### src/rtl/afi_pkg.sv
`timescale 1ns / 1ps
// ----------------------------------------------------------------------------
// afi_pkg
// Shared constants, types and helpers for the altitude factor interpolator.
// ----------------------------------------------------------------------------
package afi_pkg;

  localparam int unsigned NUM_BREAKPOINTS  = 10;
  localparam int unsigned FACTOR_FRAC_BITS = 14;
  localparam int unsigned MAX_BREAKPOINTS  = 16;
  localparam int unsigned LAST_BP          = NUM_BREAKPOINTS - 1;

  localparam int unsigned ALT_W     = 16;
  localparam int unsigned INV_W     = 20;
  localparam int unsigned CRUISE_W  = 10;
  localparam int unsigned FACTOR_W  = 16;
  localparam int unsigned PENAL_W   = 20;
  localparam int unsigned CFG_IDX_W = 3;
  localparam int unsigned CFG_DAT_W = 64;
  localparam int unsigned CFG_HI_W  = 32;

  // entry width holds the 1.0 ramp start as well as any table entry
  localparam int unsigned E_W      = FACTOR_W + 1;
  localparam int unsigned W_W      = 13;
  localparam int unsigned NUM_W    = E_W + W_W + 1;
  localparam int unsigned NQ_W     = 26;
  localparam int unsigned RECIP_W  = 20;
  localparam int unsigned DIV_W    = 10;
  localparam int unsigned HALF_W   = 12;
  localparam int unsigned SHIFT_W  = 3;

  localparam int unsigned ENT_BITS = MAX_BREAKPOINTS * FACTOR_W;
  localparam int unsigned CFG_ENT_BITS = 2 * CFG_DAT_W + CFG_HI_W;

  localparam int unsigned PENRAW_W = CRUISE_W + INV_W;
  localparam int unsigned PEN_FRAC = 20;
  localparam int unsigned PEN_W    = PEN_FRAC + 4;
  localparam int unsigned PP_W     = FACTOR_W + PEN_W + 1;

  localparam logic [E_W-1:0]      FACTOR_ONE = E_W'(1) << FACTOR_FRAC_BITS;
  localparam logic [FACTOR_W-1:0] FACTOR_MAX = '1;
  localparam logic [PENAL_W-1:0]  PENAL_MAX  = '1;
  localparam logic [PEN_W-1:0]    PEN_ONE    = PEN_W'(1) << PEN_FRAC;
  localparam logic [PEN_W-1:0]    PEN_MAX    = '1;
  localparam logic [PP_W-1:0]     PEN_HALF   = PP_W'(1) << (PEN_FRAC - 1);
  localparam logic [W_W-1:0]      HOLD_SPAN  = W_W'(2000);

  localparam int unsigned RECIP_125 = (1 << NQ_W) / 125;
  localparam int unsigned RECIP_625 = (1 << NQ_W) / 625;

  localparam logic [ALT_W-1:0] BREAK_ALT [MAX_BREAKPOINTS] = '{
    16'd2000,  16'd4000,  16'd6000,  16'd8000,  16'd10000, 16'd12000,
    16'd16000, 16'd20000, 16'd25000, 16'd30000, 16'd35000, 16'd40000,
    16'd45000, 16'd50000, 16'd55000, 16'd60000
  };

  typedef enum logic [CFG_IDX_W-1:0] {
    CFG_THRUST_LO  = 3'd0,
    CFG_THRUST_MID = 3'd1,
    CFG_THRUST_HI  = 3'd2,
    CFG_FUEL_LO    = 3'd3,
    CFG_FUEL_MID   = 3'd4,
    CFG_FUEL_HI    = 3'd5,
    CFG_CRUISE     = 3'd6
  } cfg_reg_t;

  typedef enum logic [1:0] {
    SPAN_2000,
    SPAN_4000,
    SPAN_5000
  } span_code_t;

  typedef struct packed {
    logic s3;
    logic s4;
  } afi_adv_t;

  function automatic span_code_t span_of(input logic [ALT_W-1:0] span);
    span_code_t code;
    case (span)
      16'd2000: code = SPAN_2000;
      16'd4000: code = SPAN_4000;
      default:  code = SPAN_5000;
    endcase
    return code;
  endfunction

  function automatic logic [HALF_W-1:0] span_half(input span_code_t code);
    logic [HALF_W-1:0] h;
    case (code)
      SPAN_2000: h = HALF_W'(1000);
      SPAN_4000: h = HALF_W'(2000);
      default:   h = HALF_W'(2500);
    endcase
    return h;
  endfunction

  function automatic logic [SHIFT_W-1:0] span_shift(input span_code_t code);
    logic [SHIFT_W-1:0] s;
    case (code)
      SPAN_2000: s = SHIFT_W'(4);
      SPAN_4000: s = SHIFT_W'(5);
      default:   s = SHIFT_W'(3);
    endcase
    return s;
  endfunction

  function automatic logic [DIV_W-1:0] span_div(input span_code_t code);
    logic [DIV_W-1:0] d;
    case (code)
      SPAN_2000: d = DIV_W'(125);
      SPAN_4000: d = DIV_W'(125);
      default:   d = DIV_W'(625);
    endcase
    return d;
  endfunction

  function automatic logic [RECIP_W-1:0] span_recip(input span_code_t code);
    logic [RECIP_W-1:0] r;
    case (code)
      SPAN_2000: r = RECIP_W'(RECIP_125);
      SPAN_4000: r = RECIP_W'(RECIP_125);
      default:   r = RECIP_W'(RECIP_625);
    endcase
    return r;
  endfunction

endpackage

### src/rtl/afi_span_div.sv
`timescale 1ns / 1ps
// ----------------------------------------------------------------------------
// afi_span_div
// Two-stage divide of the blend numerator by its segment span.
// ----------------------------------------------------------------------------
module afi_span_div (
  input  logic                             clk,
  input  afi_pkg::afi_adv_t                adv,
  input  logic [afi_pkg::NUM_W-1:0]        num_s2,
  input  afi_pkg::span_code_t              code_s2,
  output logic [afi_pkg::FACTOR_W-1:0]     q_s4
);
  import afi_pkg::*;

  localparam int unsigned RP_W = NQ_W + RECIP_W;
  localparam int unsigned QM_W = RECIP_W + DIV_W;

  logic [NUM_W-1:0]    shifted;
  logic [NQ_W-1:0]     nq_nxt;
  logic [RP_W-1:0]     rprod;
  logic [RECIP_W-1:0]  q0_nxt;

  logic [NQ_W-1:0]     nq_s3_r;
  logic [RECIP_W-1:0]  q0_s3_r;
  span_code_t          code_s3_r;

  logic [QM_W-1:0]     qm;
  logic [NQ_W-1:0]     rem;
  logic [RECIP_W:0]    q1;
  logic [FACTOR_W-1:0] q_nxt;
  logic [FACTOR_W-1:0] q_s4_r;

  always_comb begin
    shifted = num_s2 >> span_shift(code_s2);
    nq_nxt  = shifted[NQ_W-1:0];
    rprod   = RP_W'(nq_nxt) * RP_W'(span_recip(code_s2));
    q0_nxt  = rprod[RP_W-1:NQ_W];
  end

  always_ff @(posedge clk) begin
    if (adv.s3) begin
      nq_s3_r   <= nq_nxt;
      q0_s3_r   <= q0_nxt;
      code_s3_r <= code_s2;
    end
  end

  // correct the reciprocal estimate, which is low by at most one
  always_comb begin
    qm  = QM_W'(q0_s3_r) * QM_W'(span_div(code_s3_r));
    rem = nq_s3_r - qm[NQ_W-1:0];
    q1  = {1'b0, q0_s3_r} + (RECIP_W + 1)'(rem >= NQ_W'(span_div(code_s3_r)));
    if (q1 > (RECIP_W + 1)'(FACTOR_MAX)) begin
      q_nxt = FACTOR_MAX;
    end else begin
      q_nxt = q1[FACTOR_W-1:0];
    end
  end

  always_ff @(posedge clk) begin
    if (adv.s4) begin
      q_s4_r <= q_nxt;
    end
  end

  assign q_s4 = q_s4_r;

endmodule

### config.mk
export PLATFORM = sky130hd
export DESIGN_NAME = afi_span_div
export DESIGN_NICKNAME = d
export VERILOG_FILES = /design/src/rtl/afi_pkg.sv /design/src/rtl/afi_span_div.sv
export SDC_FILE = /design/constraint.sdc
export NUM_CORES = 1
export LEC_CHECK = 0
export BUFFER_PORTS_ARGS = -buffer_cell sky130_fd_sc_hd__buf_2
export CORE_MARGIN = 10
export CORE_UTILIZATION = 40
export CTS_BUF_LIST = sky130_fd_sc_hd__clkbuf_4
export DETAILED_ROUTE_END_ITERATION = 10
export GPL_TIMING_DRIVEN = 1
export PLACE_DENSITY = 0.64
export RECOVER_POWER = 100
export SLEW_MARGIN = 0
export SYNTH_ARGS = -nofsm -noshare
export SYNTH_HDL_FRONTEND = slang
export SYNTH_SLANG_ARGS = --single-unit
### constraint.sdc
create_clock -name clk -period 22.6 [get_ports clk]
set_input_delay 1.13 -clock clk [delete_from_list [all_inputs] [get_ports clk]]
set_output_delay 1.13 -clock clk [all_outputs]
set_load 0.01 [all_outputs]
==> results_dict.tcl <==
set metrics [dict create \
    dpl-instance-area_um2 19900 \
    rsz0062_at_grt "no" \
    core_um2 46800 \
    synth_edf_count 63 \
    via_per_inst 4.90 \
    post_drt_wl_per_cell_um 16.3 \
    antenna_found_initial 1 \
    ys_seq_area_frac 0.0996 \
    timing.final.crit_period_ns 10.29 \
    fp.dieW_um 238 \
    ys.flop_type "edfxtp_1" \
    crit_path_end_kind "flop" \
    grt_max_degree 62 \
    grt_pass1_vias 14000 \
    slew_viol_final 111 \
    fillers 4474 \
    max_freq_ghz 0.0972 \
    clk_pin_slew_ns 0.12 \
    drc 0 \
    start_util 0.406 \
    final-seq-area_um2 1890 \
    final_core_util 0.428 \
    drt-initial-drc-count 735 \
    skew_ns 0.0243 \
    maxCapViolations 3 \
    synthMuxAreaShare 0.0206 \
    setup-tns-final_ns 0 \
    cts_root_buf "clkbuf_4" \
    final_nets 2726 \
    synth-adder-area-share 0.586 \
    die_h_um 238 \
    io_buffers 48 \
    num_vias 12800 \
    routed_wl_um 42600 \
    hold_viol_final 0 \
    ant_nets 0 \
    cts_hold_buffers 0 \
    post-cts-setup-buffers 0 \
    gp_congestion 0.913 \
    fin_crit_sh 0.455 \
    holdWs_ns 0.747 \
    drive_gt1_frac 0.0284 \
    fin_area_um2 20000 \
    clk_path_buf_depth 2 \
    slew_headroom -0.641 \
    grtUsageTotal 0.156 \
    grt_pass1_wl_um 71200 \
    required_ns 22.86 \
    outcome "finished, violations left" \
    ys_async_sr_fraction 0 \
    synthCells 1958 \
    worst_setup_path_start_kind "input port" \
    yosys.area.top_type "fa_1" \
    synth.distinct_cells 72 \
    finalSetupViolations 0 \
    rows 79 \
    worst_pin_slew_ns 2.46 \
    synth_simple_gate_area_frac 0.0774 \
    dp_hpwl_um 38300 \
    cts_resized 0 \
    cts.sinks 63 \
    netlist.area_leader.share 0.355 \
    clock_latency_ns 0.51 \
    multiInputGateArea_um2 14700 \
    synth_compound_area_frac 0.0693 \
    hp-class "flop to flop" \
    cts_tree "yes" \
    overflow 0 \
    syn_avg_cell_area_um2 9.70 \
    critical_path_class "input port to flop" \
    failed_checks "capacitance limit, slew limit" \
    ys_ff_latch 63 \
    synthToLayoutAreaGrowth_pct 5.50 \
    dr.pass1.iters 7 \
    synth_xor_area_frac 0.0206 \
    ys_top_cells_by_area "fa_1 (36%), ha_1 (23%), inv_1 (12%)" \
    synth_top_family_by_area "adder cells" \
    crit_fanout 61 \
    syn_area_um2 19000 \
    crit_arrival_ns 10.55 \
    synth_warnings 0 \
    synthesis.nets 2681 \
    cts-buffers-inserted 9 \
    h-tree-depth 3 \
    io_pins 52 \
    dieArea_um2 56600 \
]
-- cells by family after synthesis --
logic type	Yosys count
AOI/OAI and AO/OA	188
muxes	39
buffers and inverters	639
DFF	63
adders and majority gates	687
xor gates and xnor gates	43
and+or+nand+nor	298
other	1
-- state kept, by name, summed over array words and instances, names as in the netlist --
signal	count
code_s3_r	1
q0_s3_r	20
nq_s3_r	26
q_s4	16
-- metrics by stage --
step / cells / setup WS, ns
after floorplan: 1958 / 14.61
after global placement: 2599 / 13.80
after detailed placement: 2599 / 13.74
after CTS: 2615 / 14.21
after global routing: 2616 / 11.59
final: 2616 / 12.31
-- worst max-delay path: stages --
cell and delay, ns:
buf_2 0.07, clkbuf_1 1.69, nor2_1 0.47, or2_0 0.57
ha_1 0.51, inv_1 0.08, fa_1 0.48, inv_1 0.05
fa_1 0.47, inv_1 0.05, fa_1 0.50, inv_1 0.04
ha_1 0.26, inv_1 0.05, fa_1 0.47, inv_1 0.04
ha_1 0.27, ha_1 0.30, nand2_1 0.09, a2111oi_0 1.15
o2111a_1 0.34, nor4_1 0.11, o31ai_1 0.66, a31oi_1 0.25
o311a_1 0.39
-- layer usage --
layer  vias to the layer above  part of all wire  track usage
li1                       6181                 -            -
met1                      6311              0.47        0.208
met2                       265              0.47        0.266
met3                        50             0.043       0.0196
met4                         0             0.017       0.0352
met5                         -                 0            0
-- synthesized netlist by cell type, types with 4 or more instances --
| cell type | number |
|---|---|
| o21ai_0 | 28 |
| nor4_1 | 5 |
| a221oi_1 | 5 |
| or2_2 | 23 |
| edfxtp_1 | 63 |
| or4_1 | 5 |
| nand2b_1 | 10 |
| o22ai_1 | 4 |
| nor2b_1 | 7 |
| inv_1 | 620 |
| o21a_1 | 9 |
| nor2_1 | 99 |
| mux2i_1 | 38 |
| and3_1 | 8 |
| a21oi_1 | 46 |
| nand2_1 | 56 |
| o21bai_1 | 6 |
| a31oi_1 | 6 |
| xnor2_1 | 37 |
| nand4_1 | 8 |
| a21o_1 | 26 |
| xor2_1 | 5 |
| clkbuf_1 | 15 |
| a211oi_1 | 8 |
| o211ai_1 | 4 |
| nor3_1 | 17 |
| nand3_1 | 13 |
| fa_1 | 337 |
| ha_1 | 350 |
| and2_1 | 32 |
-- layout by cell type (no fill, tap or decap), types with 7 or more instances in the layout --
cell and n:
ha_1 350, a21oi_1 46, nand4_1 8, mux2i_1 38, buf_2 30, and3_1 8, edfxtp_1 63, nor2_1 99
nand2b_1 10, a211oi_1 8, and2_1 31, a21o_1 26, nor3_1 17, fa_1 337, or2_0 19, inv_1 620
xnor2_1 37, clkbuf_4 9, o21ai_0 28, o21a_1 9, nand3_1 13, nor2b_1 7, clkbuf_1 21, nand2_1 56
-- path summary, 6_finish.rpt --
path | startpoint | to | slack [ns] | cells after the start
setup / recovery | code_s2[1] | q0_s3_r[19]$_DFFE_PP_ | 12.31 | 25
hold / removal | q0_s3_r[15]$_DFFE_PP_ | q_s4[15]$_SDFFCE_PN1P_ | 0.75 | 2
setup reg to reg | q0_s3_r[4]$_DFFE_PP_ | q_s4[1]$_SDFFCE_PN1P_ | 13.66 | 35
hold reg to reg | q0_s3_r[15]$_DFFE_PP_ | q_s4[15]$_SDFFCE_PN1P_ | 0.75 | 2
-- final cells by class --
| type | count | area share |
|---|---|---|
| diodes | 1 | 0.000125 |
| clock buffers | 9 | 0.00337 |
| clock inverters | 7 | 0.00387 |
| inverters | 621 | 0.116 |
| multi-input cells | 1256 | 0.732 |
| flip-flops and latches | 63 | 0.0944 |
| well taps | 607 | 0.0379 |
| repair buffers | 52 | 0.0118 |
Power is left out: the tool's default activity adds up to more than one toggle a clock period on the data nets, which glitch-free logic cannot reach.
